$ cat config.mk
export PLATFORM = sky130hd
export DESIGN_NAME = apic_id_to_ccx_table_engine_top
export DESIGN_NICKNAME = d
export VERILOG_FILES = /design/src/rtl/aicx_pkg.sv /design/src/rtl/aicx_front.sv /design/src/rtl/aicx_queue.sv /design/src/rtl/aicx_back.sv /design/src/rtl/apic_id_to_ccx_table_engine_top.sv
export SDC_FILE = /design/constraint.sdc
export NUM_CORES = 2
export LEC_CHECK = 0
export ABC_CLOCK_PERIOD_IN_PS = 12100
export BUFFER_PORTS_ARGS = -buffer_cell sky130_fd_sc_hd__buf_4
export CORE_MARGIN = 2
export CORE_UTILIZATION = 59
export DETAILED_ROUTE_END_ITERATION = 6
export PLACE_DENSITY = 0.75
export SLEW_MARGIN = 20
export SYNTH_ARGS = -nofsm -noshare
export SYNTH_HDL_FRONTEND = slang
export SYNTH_MEMORY_MAX_BITS = 65536
export SYNTH_SLANG_ARGS = --single-unit
$ cat constraint.sdc
create_clock -name clk -period 12.1 [get_ports clk]
set_input_delay 2.42 -clock clk [delete_from_list [all_inputs] [get_ports clk]]
set_output_delay 2.42 -clock clk [all_outputs]
set_load 0.05 [all_outputs]
$ cat src/rtl/aicx_pkg.sv
// Shared types and constants for the APIC ID to complex table engine.
// Used by the front, queue, back and top level; no dependencies.
package aicx_pkg;

    // Default table depth
    localparam int TABLE_DEPTH_DEF = 512;

    // Command queue between front and back
    localparam int QUEUE_DEPTH = 2;

    // Configuration port
    localparam int CFG_IDX_W = 2;
    localparam logic [CFG_IDX_W-1:0] CFG_TOPOLOGY = 2'd0;
    localparam logic [CFG_IDX_W-1:0] CFG_SMT      = 2'd1;

    // Table entry: valid mark in bit 7, socket in 5:4, complex in 3:0
    localparam logic [7:0] ENTRY_VALID = 8'h80;

    typedef enum logic [1:0] {
        REQ_CLEAR  = 2'd0,
        REQ_INSERT = 2'd1,
        REQ_MERGE  = 2'd2,
        REQ_LOOKUP = 2'd3
    } req_t;

    typedef enum logic [2:0] {
        ST_OK       = 3'd0,
        ST_CONFLICT = 3'd1,
        ST_PLATFORM = 3'd2,
        ST_PARAMS   = 3'd3,
        ST_ENTRY    = 3'd4
    } status_t;

    // Classified item handed from front to back
    typedef struct packed {
        req_t        op;
        logic        plat_err;   // bad topology or index out of range
        logic [31:0] addr;       // thread-zero ID on insert, id_index otherwise
        logic        addr_ok;    // addr below table depth
        logic        addr1_ok;   // addr | 1 below table depth
        logic        smt;
        logic [7:0]  entry;      // entry to store (insert) or peer entry (merge)
        logic        peer_dis;
        logic        last;
    } cmd_t;

endpackage

$ cat src/rtl/aicx_front.sv
// Front end: configuration registers, ID layout decode and item classification.
// Depends on aicx_pkg.
module aicx_front #(
    parameter int TABLE_DEPTH = aicx_pkg::TABLE_DEPTH_DEF
) (
    input  logic                           clk,
    input  logic                           rst_n,
    input  logic                           cfg_valid,
    input  logic [aicx_pkg::CFG_IDX_W-1:0] cfg_index,
    input  logic [31:0]                    cfg_data,
    input  logic [1:0]                     req_type,
    input  logic [31:0]                    core_info,
    input  logic [3:0]                     phys_complex,
    input  logic [31:0]                    id_index,
    input  logic [7:0]                     peer_entry,
    input  logic                           peer_disabled,
    input  logic                           last,
    output aicx_pkg::cmd_t                 cmd
);

    logic [31:0] topo_reg;
    logic        smt_reg;

    logic [3:0]  core_max;
    logic        ccx_max;
    logic [3:0]  die_max;
    logic [1:0]  sock_max;
    logic        pad16;
    logic [3:0]  core_sh;
    logic [3:0]  bp1;
    logic [3:0]  ccx_sh;
    logic [3:0]  die_sh;
    logic [3:0]  sock_sh;
    logic        layout_ok;
    logic [1:0]  sock;
    logic [3:0]  die;
    logic        ccx;
    logic [3:0]  core;
    logic        range_bad;
    logic [31:0] id0;
    logic [31:0] addr;
    aicx_pkg::req_t op;

    function automatic logic [2:0] bit_len4(input logic [3:0] v);
        logic [2:0] n;
        if (v[3])
            n = 3'd4;
        else if (v[2])
            n = 3'd3;
        else if (v[1])
            n = 3'd2;
        else if (v[0])
            n = 3'd1;
        else
            n = 3'd0;
        return n;
    endfunction

    // Configuration registers; write them only while idle, the block does not enforce it
    always_ff @(posedge clk or negedge rst_n)
    begin
        if (!rst_n)
        begin
            topo_reg <= '0;
            smt_reg  <= 1'b0;
        end
        else if (cfg_valid)
        begin
            case (cfg_index)
                aicx_pkg::CFG_TOPOLOGY: topo_reg <= cfg_data;
                aicx_pkg::CFG_SMT:      smt_reg  <= cfg_data[0];
                default: ;
            endcase
        end
    end

    // Field positions of an APIC ID
    assign core_max = topo_reg[19:16];
    assign ccx_max  = topo_reg[20];
    assign die_max  = topo_reg[24:21];
    assign sock_max = topo_reg[26:25];
    assign pad16    = topo_reg[11];

    assign core_sh = {3'b000, smt_reg};
    assign bp1     = core_sh + {1'b0, bit_len4(core_max)};
    assign ccx_sh  = (pad16 && (bp1 < 4'd4)) ? 4'd4 : bp1;
    assign die_sh  = ccx_sh + {3'b000, ccx_max};
    assign sock_sh = die_sh + {1'b0, bit_len4(die_max)};
    // The fields total at most 12 bits, so only an all-zero word is bad
    assign layout_ok = (topo_reg != 32'd0) && (sock_max <= 2'd3);

    // Per-core word fields
    assign sock = core_info[13:12];
    assign die  = core_info[22:19];
    assign ccx  = core_info[18];
    assign core = core_info[17:14];

    assign range_bad = (core > core_max) || (die > die_max);

    assign id0 = (32'(core) << core_sh) | (32'(die) << die_sh) | (32'(sock) << sock_sh)
               | (ccx_max ? (32'(ccx) << ccx_sh) : 32'd0);

    assign op   = aicx_pkg::req_t'(req_type);
    assign addr = (op == aicx_pkg::REQ_INSERT) ? id0 : id_index;

    // Classified item
    always_comb
    begin
        cmd          = '0;
        cmd.op       = op;
        cmd.addr     = addr;
        cmd.addr_ok  = addr < 32'(TABLE_DEPTH);
        cmd.addr1_ok = (addr | 32'd1) < 32'(TABLE_DEPTH);
        cmd.smt      = smt_reg;
        cmd.peer_dis = peer_disabled;
        cmd.last     = last;
        unique case (op)
            aicx_pkg::REQ_CLEAR:
                cmd.plat_err = !layout_ok;
            aicx_pkg::REQ_INSERT:
            begin
                cmd.plat_err = !layout_ok || range_bad;
                cmd.entry    = aicx_pkg::ENTRY_VALID | {2'b00, sock, phys_complex};
            end
            aicx_pkg::REQ_MERGE:
                cmd.entry = peer_entry;
            aicx_pkg::REQ_LOOKUP:
                cmd.plat_err = 1'b0;
        endcase
    end

endmodule

$ cat src/rtl/aicx_queue.sv
// Short command queue between front and back.
// Depends on aicx_pkg.
module aicx_queue (
    input  logic           clk,
    input  logic           rst_n,
    input  logic           push_valid,
    output logic           push_ready,
    input  aicx_pkg::cmd_t push_cmd,
    output logic           pop_valid,
    input  logic           pop_ready,
    output aicx_pkg::cmd_t pop_cmd
);

    localparam int PTR_W = (aicx_pkg::QUEUE_DEPTH > 1) ? $clog2(aicx_pkg::QUEUE_DEPTH) : 1;

    aicx_pkg::cmd_t   slot_reg [aicx_pkg::QUEUE_DEPTH];
    logic [PTR_W-1:0] wr_ptr_reg;
    logic [PTR_W-1:0] rd_ptr_reg;
    logic [PTR_W:0]   count_reg;
    logic             push;
    logic             pop;

    assign push_ready = count_reg != (PTR_W+1)'(aicx_pkg::QUEUE_DEPTH);
    assign pop_valid  = count_reg != '0;
    assign pop_cmd    = slot_reg[rd_ptr_reg];
    assign push       = push_valid && push_ready;
    assign pop        = pop_valid && pop_ready;

    // Storage
    always_ff @(posedge clk)
    begin
        if (push)
            slot_reg[wr_ptr_reg] <= push_cmd;
    end

    // Pointers and fill count
    always_ff @(posedge clk or negedge rst_n)
    begin
        if (!rst_n)
        begin
            wr_ptr_reg <= '0;
            rd_ptr_reg <= '0;
            count_reg  <= '0;
        end
        else
        begin
            if (push)
                wr_ptr_reg <= (wr_ptr_reg == PTR_W'(aicx_pkg::QUEUE_DEPTH - 1)) ? '0
                            : wr_ptr_reg + 1'b1;
            if (pop)
                rd_ptr_reg <= (rd_ptr_reg == PTR_W'(aicx_pkg::QUEUE_DEPTH - 1)) ? '0
                            : rd_ptr_reg + 1'b1;
            if (push && !pop)
                count_reg <= count_reg + 1'b1;
            else if (pop && !push)
                count_reg <= count_reg - 1'b1;
        end
    end

endmodule

$ cat src/rtl/aicx_back.sv
// Back end: ID table memory, sequencer for clear/insert/merge/lookup, result register.
// Depends on aicx_pkg.
module aicx_back #(
    parameter int TABLE_DEPTH = aicx_pkg::TABLE_DEPTH_DEF
) (
    input  logic           clk,
    input  logic           rst_n,
    input  logic           q_valid,
    output logic           q_ready,
    input  aicx_pkg::cmd_t q_cmd,
    output logic           init_busy,
    output logic           out_valid,
    input  logic           out_ready,
    output logic [2:0]     status,
    output logic [31:0]    computed_id,
    output logic [63:0]    complex_mask,
    output logic           activation_ok,
    output logic           list_done
);

    localparam int AW = $clog2(TABLE_DEPTH);

    typedef enum logic [2:0] {
        S_SWEEP,
        S_IDLE,
        S_RDA,
        S_RDB,
        S_WRB
    } state_t;

    logic [7:0] mem [TABLE_DEPTH];
    logic [7:0] rd_data_reg;

    state_t            state_reg,   state_next;
    logic [AW-1:0]     sweep_reg,   sweep_next;
    logic              sw_clr_reg,  sw_clr_next;
    logic              init_reg,    init_next;
    aicx_pkg::cmd_t    cmd_reg,     cmd_next;
    logic              conflict_reg, conflict_next;
    logic [63:0]       mask_reg,    mask_next;
    aicx_pkg::status_t lerr_reg,    lerr_next;
    logic              ov_reg,      ov_next;
    aicx_pkg::status_t st_reg,      st_next;
    logic [31:0]       cid_reg,     cid_next;
    logic [63:0]       cmask_reg,   cmask_next;
    logic              act_reg,     act_next;
    logic              done_reg,    done_next;

    logic              mem_we;
    logic              mem_re;
    logic [AW-1:0]     waddr;
    logic [AW-1:0]     raddr;
    logic [7:0]        wdata;
    logic              pop;
    logic              fin;
    aicx_pkg::status_t fin_st;
    aicx_pkg::cmd_t    fin_cmd;
    logic [AW-1:0]     addr0;
    logic [AW-1:0]     addr1;

    assign addr0 = cmd_reg.addr[AW-1:0];
    assign addr1 = {cmd_reg.addr[AW-1:1], 1'b1};

    // Table memory with registered read
    always_ff @(posedge clk)
    begin
        if (mem_we)
            mem[waddr] <= wdata;
        if (mem_re)
            rd_data_reg <= mem[raddr];
    end

    // Sequencer and result next-state logic
    always_comb
    begin
        state_next    = state_reg;
        sweep_next    = sweep_reg;
        sw_clr_next   = sw_clr_reg;
        init_next     = init_reg;
        cmd_next      = cmd_reg;
        conflict_next = conflict_reg;
        mask_next     = mask_reg;
        lerr_next     = lerr_reg;
        ov_next       = ov_reg;
        st_next       = st_reg;
        cid_next      = cid_reg;
        cmask_next    = cmask_reg;
        act_next      = act_reg;
        done_next     = done_reg;
        mem_we        = 1'b0;
        mem_re        = 1'b0;
        waddr         = '0;
        raddr         = '0;
        wdata         = '0;
        pop           = 1'b0;
        fin           = 1'b0;
        fin_st        = aicx_pkg::ST_OK;
        fin_cmd       = cmd_reg;

        if (ov_reg && out_ready)
            ov_next = 1'b0;

        unique case (state_reg)
            // Zero one entry a cycle, after reset or for a clear item
            S_SWEEP:
            begin
                mem_we = 1'b1;
                waddr  = sweep_reg;
                if (sweep_reg == AW'(TABLE_DEPTH - 1))
                begin
                    sweep_next = '0;
                    init_next  = 1'b0;
                    state_next = S_IDLE;
                    if (sw_clr_reg)
                    begin
                        conflict_next = 1'b0;
                        fin           = 1'b1;
                    end
                end
                else
                begin
                    sweep_next = sweep_reg + 1'b1;
                end
            end

            // Take the next item once the result register is free
            S_IDLE:
            begin
                if (q_valid && !ov_reg)
                begin
                    pop      = 1'b1;
                    cmd_next = q_cmd;
                    fin_cmd  = q_cmd;
                    raddr    = q_cmd.addr[AW-1:0];
                    unique case (q_cmd.op)
                        aicx_pkg::REQ_CLEAR:
                        begin
                            if (q_cmd.plat_err)
                            begin
                                fin    = 1'b1;
                                fin_st = aicx_pkg::ST_PLATFORM;
                            end
                            else
                            begin
                                sw_clr_next = 1'b1;
                                state_next  = S_SWEEP;
                            end
                        end
                        aicx_pkg::REQ_INSERT:
                        begin
                            if (q_cmd.plat_err)
                            begin
                                fin    = 1'b1;
                                fin_st = aicx_pkg::ST_PLATFORM;
                            end
                            else if (conflict_reg)
                            begin
                                fin    = 1'b1;
                                fin_st = aicx_pkg::ST_CONFLICT;
                            end
                            else if (!q_cmd.addr_ok)
                            begin
                                conflict_next = 1'b1;
                                fin           = 1'b1;
                                fin_st        = aicx_pkg::ST_CONFLICT;
                            end
                            else
                            begin
                                mem_re     = 1'b1;
                                state_next = S_RDA;
                            end
                        end
                        aicx_pkg::REQ_MERGE:
                        begin
                            fin = 1'b1;
                            if (q_cmd.peer_dis)
                            begin
                                conflict_next = 1'b1;
                                fin_st        = aicx_pkg::ST_CONFLICT;
                            end
                            else if (conflict_reg)
                                fin_st = aicx_pkg::ST_CONFLICT;
                            else if (!q_cmd.addr_ok)
                                fin_st = aicx_pkg::ST_PARAMS;
                            else if (q_cmd.entry != 8'd0)
                            begin
                                fin        = 1'b0;
                                mem_re     = 1'b1;
                                state_next = S_RDA;
                            end
                        end
                        aicx_pkg::REQ_LOOKUP:
                        begin
                            if (lerr_reg != aicx_pkg::ST_OK)
                            begin
                                fin    = 1'b1;
                                fin_st = lerr_reg;
                            end
                            else if (!q_cmd.addr_ok)
                            begin
                                lerr_next = aicx_pkg::ST_PARAMS;
                                fin       = 1'b1;
                                fin_st    = aicx_pkg::ST_PARAMS;
                            end
                            else
                            begin
                                mem_re     = 1'b1;
                                state_next = S_RDA;
                            end
                        end
                    endcase
                end
            end

            // First table read has returned
            S_RDA:
            begin
                state_next = S_IDLE;
                priority case (cmd_reg.op)
                    aicx_pkg::REQ_INSERT:
                    begin
                        if (rd_data_reg != 8'd0)
                        begin
                            conflict_next = 1'b1;
                            fin           = 1'b1;
                            fin_st        = aicx_pkg::ST_CONFLICT;
                        end
                        else if (cmd_reg.smt)
                        begin
                            if (!cmd_reg.addr1_ok)
                            begin
                                conflict_next = 1'b1;
                                fin           = 1'b1;
                                fin_st        = aicx_pkg::ST_CONFLICT;
                            end
                            else
                            begin
                                mem_re     = 1'b1;
                                raddr      = addr1;
                                state_next = S_RDB;
                            end
                        end
                        else
                        begin
                            mem_we = 1'b1;
                            waddr  = addr0;
                            wdata  = cmd_reg.entry;
                            fin    = 1'b1;
                        end
                    end
                    aicx_pkg::REQ_MERGE:
                    begin
                        fin = 1'b1;
                        if (rd_data_reg != 8'd0)
                        begin
                            conflict_next = 1'b1;
                            fin_st        = aicx_pkg::ST_CONFLICT;
                        end
                        else
                        begin
                            mem_we = 1'b1;
                            waddr  = addr0;
                            wdata  = cmd_reg.entry;
                        end
                    end
                    aicx_pkg::REQ_LOOKUP:
                    begin
                        fin = 1'b1;
                        if (!rd_data_reg[7])
                        begin
                            lerr_next = aicx_pkg::ST_ENTRY;
                            fin_st    = aicx_pkg::ST_ENTRY;
                        end
                        else if (!rd_data_reg[6])
                        begin
                            // complex numbers of 64 and up add nothing
                            mask_next = mask_reg | (64'd1 << rd_data_reg[5:0]);
                        end
                    end
                    default: ;
                endcase
            end

            // Odd-thread read has returned
            S_RDB:
            begin
                if (rd_data_reg != 8'd0)
                begin
                    conflict_next = 1'b1;
                    fin           = 1'b1;
                    fin_st        = aicx_pkg::ST_CONFLICT;
                    state_next    = S_IDLE;
                end
                else
                begin
                    mem_we     = 1'b1;
                    waddr      = addr1;
                    wdata      = cmd_reg.entry;
                    state_next = S_WRB;
                end
            end

            // Thread-zero write of an SMT insert
            S_WRB:
            begin
                mem_we     = 1'b1;
                waddr      = addr0;
                wdata      = cmd_reg.entry;
                fin        = 1'b1;
                state_next = S_IDLE;
            end
        endcase

        // Load the result register
        if (fin)
        begin
            ov_next    = 1'b1;
            st_next    = fin_st;
            cid_next   = (fin_cmd.op == aicx_pkg::REQ_INSERT && !fin_cmd.plat_err)
                       ? fin_cmd.addr : 32'd0;
            act_next   = !conflict_next;
            done_next  = (fin_cmd.op == aicx_pkg::REQ_LOOKUP) && fin_cmd.last;
            cmask_next = (fin_cmd.op == aicx_pkg::REQ_LOOKUP && fin_st != aicx_pkg::ST_OK)
                       ? 64'd0 : mask_next;
            if (fin_cmd.op == aicx_pkg::REQ_LOOKUP && fin_cmd.last)
            begin
                mask_next = 64'd0;
                lerr_next = aicx_pkg::ST_OK;
            end
        end
    end

    // State and registered outputs
    always_ff @(posedge clk or negedge rst_n)
    begin
        if (!rst_n)
        begin
            state_reg    <= S_SWEEP;
            sweep_reg    <= '0;
            sw_clr_reg   <= 1'b0;
            init_reg     <= 1'b1;
            conflict_reg <= 1'b0;
            mask_reg     <= '0;
            lerr_reg     <= aicx_pkg::ST_OK;
            ov_reg       <= 1'b0;
        end
        else
        begin
            state_reg    <= state_next;
            sweep_reg    <= sweep_next;
            sw_clr_reg   <= sw_clr_next;
            init_reg     <= init_next;
            conflict_reg <= conflict_next;
            mask_reg     <= mask_next;
            lerr_reg     <= lerr_next;
            ov_reg       <= ov_next;
        end
    end

    // Payload registers
    always_ff @(posedge clk)
    begin
        cmd_reg   <= cmd_next;
        st_reg    <= st_next;
        cid_reg   <= cid_next;
        cmask_reg <= cmask_next;
        act_reg   <= act_next;
        done_reg  <= done_next;
    end

    assign q_ready       = pop;
    assign init_busy     = init_reg;
    assign out_valid     = ov_reg;
    assign status        = st_reg;
    assign computed_id   = cid_reg;
    assign complex_mask  = cmask_reg;
    assign activation_ok = act_reg;
    assign list_done     = done_reg;

endmodule

$ cat src/rtl/apic_id_to_ccx_table_engine_top.sv
// Top level of the APIC ID to complex table engine: front, queue and back.
// Depends on aicx_pkg, aicx_front, aicx_queue and aicx_back.
//
//   channel   handshake             payload
//   -------   -------------------   ---------------------------------------------
//   input     in_valid / in_ready   req_type core_info phys_complex id_index
//                                   peer_entry peer_disabled last
//   output    out_valid / out_ready status computed_id complex_mask activation_ok
//                                   list_done
//   config    cfg_valid / cfg_ready cfg_index cfg_data
//
// Lookup, merge and plain insert run as queue pop with table read, read data check
// with write, then result register; an SMT insert does two reads, then two writes.
// Clear sweeps the whole table. After reset a clearing pass zeroes the table;
// in_ready is low meanwhile, cfg_ready stays high. The queue keeps taking items
// while a result waits on out_ready; the back end starts a new item only once the
// result is taken.
module apic_id_to_ccx_table_engine_top #(
    parameter int TABLE_DEPTH = aicx_pkg::TABLE_DEPTH_DEF
) (
    input  logic                           clk,
    input  logic                           rst_n,
    input  logic                           cfg_valid,
    output logic                           cfg_ready,
    input  logic [aicx_pkg::CFG_IDX_W-1:0] cfg_index,
    input  logic [31:0]                    cfg_data,
    input  logic                           in_valid,
    output logic                           in_ready,
    input  logic [1:0]                     req_type,
    input  logic [31:0]                    core_info,
    input  logic [3:0]                     phys_complex,
    input  logic [31:0]                    id_index,
    input  logic [7:0]                     peer_entry,
    input  logic                           peer_disabled,
    input  logic                           last,
    output logic                           out_valid,
    input  logic                           out_ready,
    output logic [2:0]                     status,
    output logic [31:0]                    computed_id,
    output logic [63:0]                    complex_mask,
    output logic                           activation_ok,
    output logic                           list_done
);

    aicx_pkg::cmd_t front_cmd;
    aicx_pkg::cmd_t q_cmd;
    logic           q_push_ready;
    logic           q_valid;
    logic           q_pop;
    logic           init_busy;

    // Configuration writes are always taken
    assign cfg_ready = 1'b1;

    // Hold off items during the clearing pass after reset
    assign in_ready = q_push_ready && !init_busy;

    aicx_front #(
        .TABLE_DEPTH (TABLE_DEPTH)
    ) u_front (
        .clk           (clk),
        .rst_n         (rst_n),
        .cfg_valid     (cfg_valid),
        .cfg_index     (cfg_index),
        .cfg_data      (cfg_data),
        .req_type      (req_type),
        .core_info     (core_info),
        .phys_complex  (phys_complex),
        .id_index      (id_index),
        .peer_entry    (peer_entry),
        .peer_disabled (peer_disabled),
        .last          (last),
        .cmd           (front_cmd)
    );

    aicx_queue u_queue (
        .clk        (clk),
        .rst_n      (rst_n),
        .push_valid (in_valid && !init_busy),
        .push_ready (q_push_ready),
        .push_cmd   (front_cmd),
        .pop_valid  (q_valid),
        .pop_ready  (q_pop),
        .pop_cmd    (q_cmd)
    );

    aicx_back #(
        .TABLE_DEPTH (TABLE_DEPTH)
    ) u_back (
        .clk           (clk),
        .rst_n         (rst_n),
        .q_valid       (q_valid),
        .q_ready       (q_pop),
        .q_cmd         (q_cmd),
        .init_busy     (init_busy),
        .out_valid     (out_valid),
        .out_ready     (out_ready),
        .status        (status),
        .computed_id   (computed_id),
        .complex_mask  (complex_mask),
        .activation_ok (activation_ok),
        .list_done     (list_done)
    );

    // A new item leaves the queue only when no result is pending
    a_pop_free: assert property (@(posedge clk) disable iff (!rst_n)
        q_pop |-> !out_valid)
        else $error("queue popped while a result was pending");

    // Every conflict answer comes with the sticky conflict set
    a_conflict_flag: assert property (@(posedge clk) disable iff (!rst_n)
        (out_valid && status == aicx_pkg::ST_CONFLICT) |-> !activation_ok)
        else $error("conflict status with activation_ok high");

    // A failed lookup list reports an empty mask
    a_err_mask: assert property (@(posedge clk) disable iff (!rst_n)
        (out_valid && list_done && status != aicx_pkg::ST_OK) |-> complex_mask == 64'd0)
        else $error("lookup error with nonzero mask");

endmodule

==> flow_summary.yaml <==
hold_path:
  min_path_cells: 2
  worstHoldStart: "u_back.cmd_reg[31]"
  min_to: "u_back.cmd_reg[31]"
  hp-class: "reg2reg"
final_layout:
  area_growth_pct: 11.3
  final_cells: 14300
  multiInputGateArea_mm2: 0.0393
  nFillCells: 18700
  final_common_cell: "edfxtp_1"
  fin_nets: 10100
  seq_area_mm2: 0.133
  final_cell_mix: "edfxtp_1, nand2_1, nor2_1"
  finish.utilization_pct: 66.1
  largest_reg_flops: 4096
  drive_above_1_share_pct: 18.7
clocking:
  cts_resized: 0
  post-cts-setup-buffers: 0
  cts_root_buffer: "clkbuf_16"
  postCtsHoldBufs: 0
  htree_num_levels: 5
  clkLatencyLatePin_ns: 1.01
  cts_tree: "yes"
  cts_buffers: 430
  cts_sinks: 4465
  clk_pin_slew_ns: 0.06
  clock_path_buffers: 4
critical_path:
  cp-end-kind: "flop"
  slowest_stage: "a211oi_1"
  reg2reg_to: "u_back.rd_data_reg[5]"
  crit_type: "reg2reg"
  required_ns: 12.64
  r2r_start: "u_queue.rd_ptr_reg"
  cp_num_buf_inv: 3
  cp_max_fo: 53
  crit_top_cell: "buf_4"
  cp_cell_sequence: "buf_4 > mux2_2 > nand3_1 > nand2_4 > buf_4 > nand2_1 > buf_4 > a2111oi_0 > a2111oi_2 > a211oi_1 > o2111ai_1 > a41oi_1 > nand4_1"
  critPathTopFamily: "compound AO/OA/AOI/OAI gates"
  cp.arrival_ns: 7.84
  startpoint_type: "flop"
  ff2ff_setup_slack_ns: 4.79
  worst_r2r_path_depth: 13
  slowest_delay_ns: 0.79
synth:
  synth-main-ff-cell: "edfxtp_1"
  syn-cell-area_mm2: 0.175
  synthCells: 9731
  ys_seq_area_share_pct: 76.1
  syn-num-nets: 9880
  syn_avg_cell_area_um2: 18.0
  yosysWarningCount: 0
  ys_async_sr_fraction_pct: 2.69
  synth-seq-cells: 4465
  synth-edff-count: 4309
  yosys.cell_types.count: 94
drt:
  vias: 99300
  post-route-drc-count: 17
  drt_pass1_iterations: 7
  drt-initial-drc-count: 16600
  ant_nets: 0
  drt_wl_total_um: 488000
  viasPerCell: 6.94
  drt-wirelength-per-cell_um: 34.1
power_and_ir_drop:
  ir_drop_mv: 0.138
  power_density_mw_per_mm2: 156
  p_leak_nw: 54.3
  power.total_mw: 30.4
grt:
  grt-ovfl-total: 0
  first_global_vias: 95800
  antenna_found_initial: 21
  grt_max_degree: 231
  grt_usage_pct: 32.3
  grt_pass1_wl_um: 693000
placed_design:
  portBuffers: 200
  hpwl_um: 290000
  gp_congestion: 0.915
  dp_cells: 13500
floorplan:
  start_util_pct: 59.4
  die_w_um: 549
  io_pins: 223
  coreArea_mm2: 0.295
  dieHeight_um: 549
  row_count: 199
  die_area_mm2: 0.301
timing:
  tightestPinTransition_ns: 1.32
  finClkSkew_ns: 0.0850
  finalMaxSlewViolations: 0
  setup_viol: 0
  fin_tns_setup_ns: 0
  max_freq_mhz: 137
  relSlewSlack_pct: 11.4
  hold_viol: 0
  post-route-period-util_pct: 60.4
  post-route-min-period_ns: 7.31
  rsz0062_at_grt: "false"
outcome:
  status: "complete, but fails checks"
  violations: "DRC"
run:
  drv_cap: 0
==> cell families after synthesis <==
| logic type | count (synthesis) | synth area share (%) |
|---|---|---|
| multiplexers | 1084 | 11.7 |
| XOR/XNOR | 16 | 0.0801 |
| buffers and inverters | 631 | 1.72 |
| other | 1 | 0.00214 |
| AND/OR/NAND/NOR | 2476 | 6.11 |
| flip-flops | 4465 | 76.1 |
| adder cells (fa/ha/maj) | 31 | 0.220 |
| AO/OA/AOI/OAI | 1027 | 4.10 |
==> Yosys cell counts (8+ instances only) <==
cell type | number | area share [%]
a221oi_1 | 37 | 0.19
a31oi_1 | 90 | 0.32
ha_1 | 30 | 0.21
buf_2 | 202 | 0.58
a22oi_1 | 191 | 0.82
and2_1 | 30 | 0.11
o2111ai_1 | 22 | 0.11
nor2_1 | 772 | 1.7
a2111oi_0 | 13 | 0.065
a211o_1 | 14 | 0.070
nor3_1 | 70 | 0.20
a41oi_1 | 8 | 0.040
nand2_1 | 991 | 2.1
nor4_1 | 31 | 0.11
clkbuf_1 | 245 | 0.53
buf_6 | 22 | 0.14
and3_1 | 53 | 0.19
nand2b_1 | 9 | 0.032
inv_1 | 39 | 0.084
dfxtp_1 | 36 | 0.41
a22o_1 | 27 | 0.14
mux2i_1 | 274 | 1.6
o211ai_1 | 26 | 0.11
nor2b_1 | 62 | 0.22
nand4_1 | 88 | 0.31
edfxtp_1 | 4309 | 74
o31ai_1 | 15 | 0.064
or3_1 | 10 | 0.036
dfrtp_1 | 119 | 1.7
o21ai_0 | 106 | 0.30
a21o_1 | 22 | 0.094
xnor2_1 | 9 | 0.045
a21oi_1 | 205 | 0.59
o22ai_1 | 45 | 0.16
a32oi_1 | 44 | 0.22
o21ai_1 | 9 | 0.026
a311oi_1 | 26 | 0.13
buf_4 | 43 | 0.18
o211a_1 | 26 | 0.15
mux4_2 | 758 | 9.8
mux2_2 | 52 | 0.33
nand3_1 | 315 | 0.90
a211oi_1 | 49 | 0.21
buf_1 | 74 | 0.16
==> report_power, final <==
group	internal [mW]	switching, mW	leakage, nW	total [mW]
combinational	0.167	0.296	15.9	0.463
sequential	16.8	0.0450	31.8	16.9
clock	7.21	5.84	6.63	13.0
total	24.2	6.18	54.3	30.4
==> worst max path at each step <==
stage	slack [ns]	start	to	depth (start not counted)
floorplan	2.27	u_back.rd_data_reg[4]	u_back.mem[0][0]	8
global placement	5.27	u_queue.rd_ptr_reg	u_back.rd_data_reg[1]	13
detailed placement	5.12	u_queue.rd_ptr_reg	u_back.rd_data_reg[5]	13
CTS	5.12	u_queue.rd_ptr_reg	u_back.rd_data_reg[5]	13
global route	4.85	u_back.state_reg[1]	u_back.rd_data_reg[5]	13
finish	4.79	u_queue.rd_ptr_reg	u_back.rd_data_reg[5]	13
==> stage by stage <==
step | hold slack (ns) | setup slack, ns | cell area, um^2
2_1_floorplan | 0.421 | 2.27 | 175000
3_3_place_gp | 0.432 | 5.27 | 181000
3_5_place_dp | 0.443 | 5.12 | 181000
4_1_cts | 0.456 | 5.12 | 195000
5_1_grt | 0.472 | 4.85 | 195000
6_report | 0.450 | 4.79 | 195000
==> cell type report <==
| cell class | count | area share [%] |
|---|---|---|
| Antenna cell | 34 | 0.0437 |
| Clock buffer | 538 | 5.76 |
| Clock inverter | 257 | 1.26 |
| Inverter | 40 | 0.0784 |
| Multi-Input combinational cell | 4635 | 20.2 |
| Sequential cell | 4465 | 68.4 |
| Tap cell | 3919 | 2.52 |
| Timing Repair Buffer | 423 | 1.77 |
==> per-layer routing <==
metal  global-route usage (%)  share of wire, %  up-vias  routed length [um]
met5                   0.0475             0.014        -                  68
met4                     17.6               6.3       10               30600
met3                     10.1                14     1526               69800
met2                     47.5                45     7998              220000
met1                     43.3                34    50400              168000
li1                         -                 -    39400                   -
==> worst reg2reg max path, cell delays in order, from the launching register on <==
cell       delay [ns]
dfrtp_2          0.35
buf_4            0.66
mux2_2           0.34
nand3_1          0.43
nand2_4          0.63
buf_4            0.70
nand2_1          0.17
buf_4            0.28
a2111oi_0        0.60
a2111oi_2        0.23
a211oi_1         0.79
o2111ai_1        0.50
a41oi_1          0.62
nand4_1          0.55
Power figures use the tool's default switching activity.
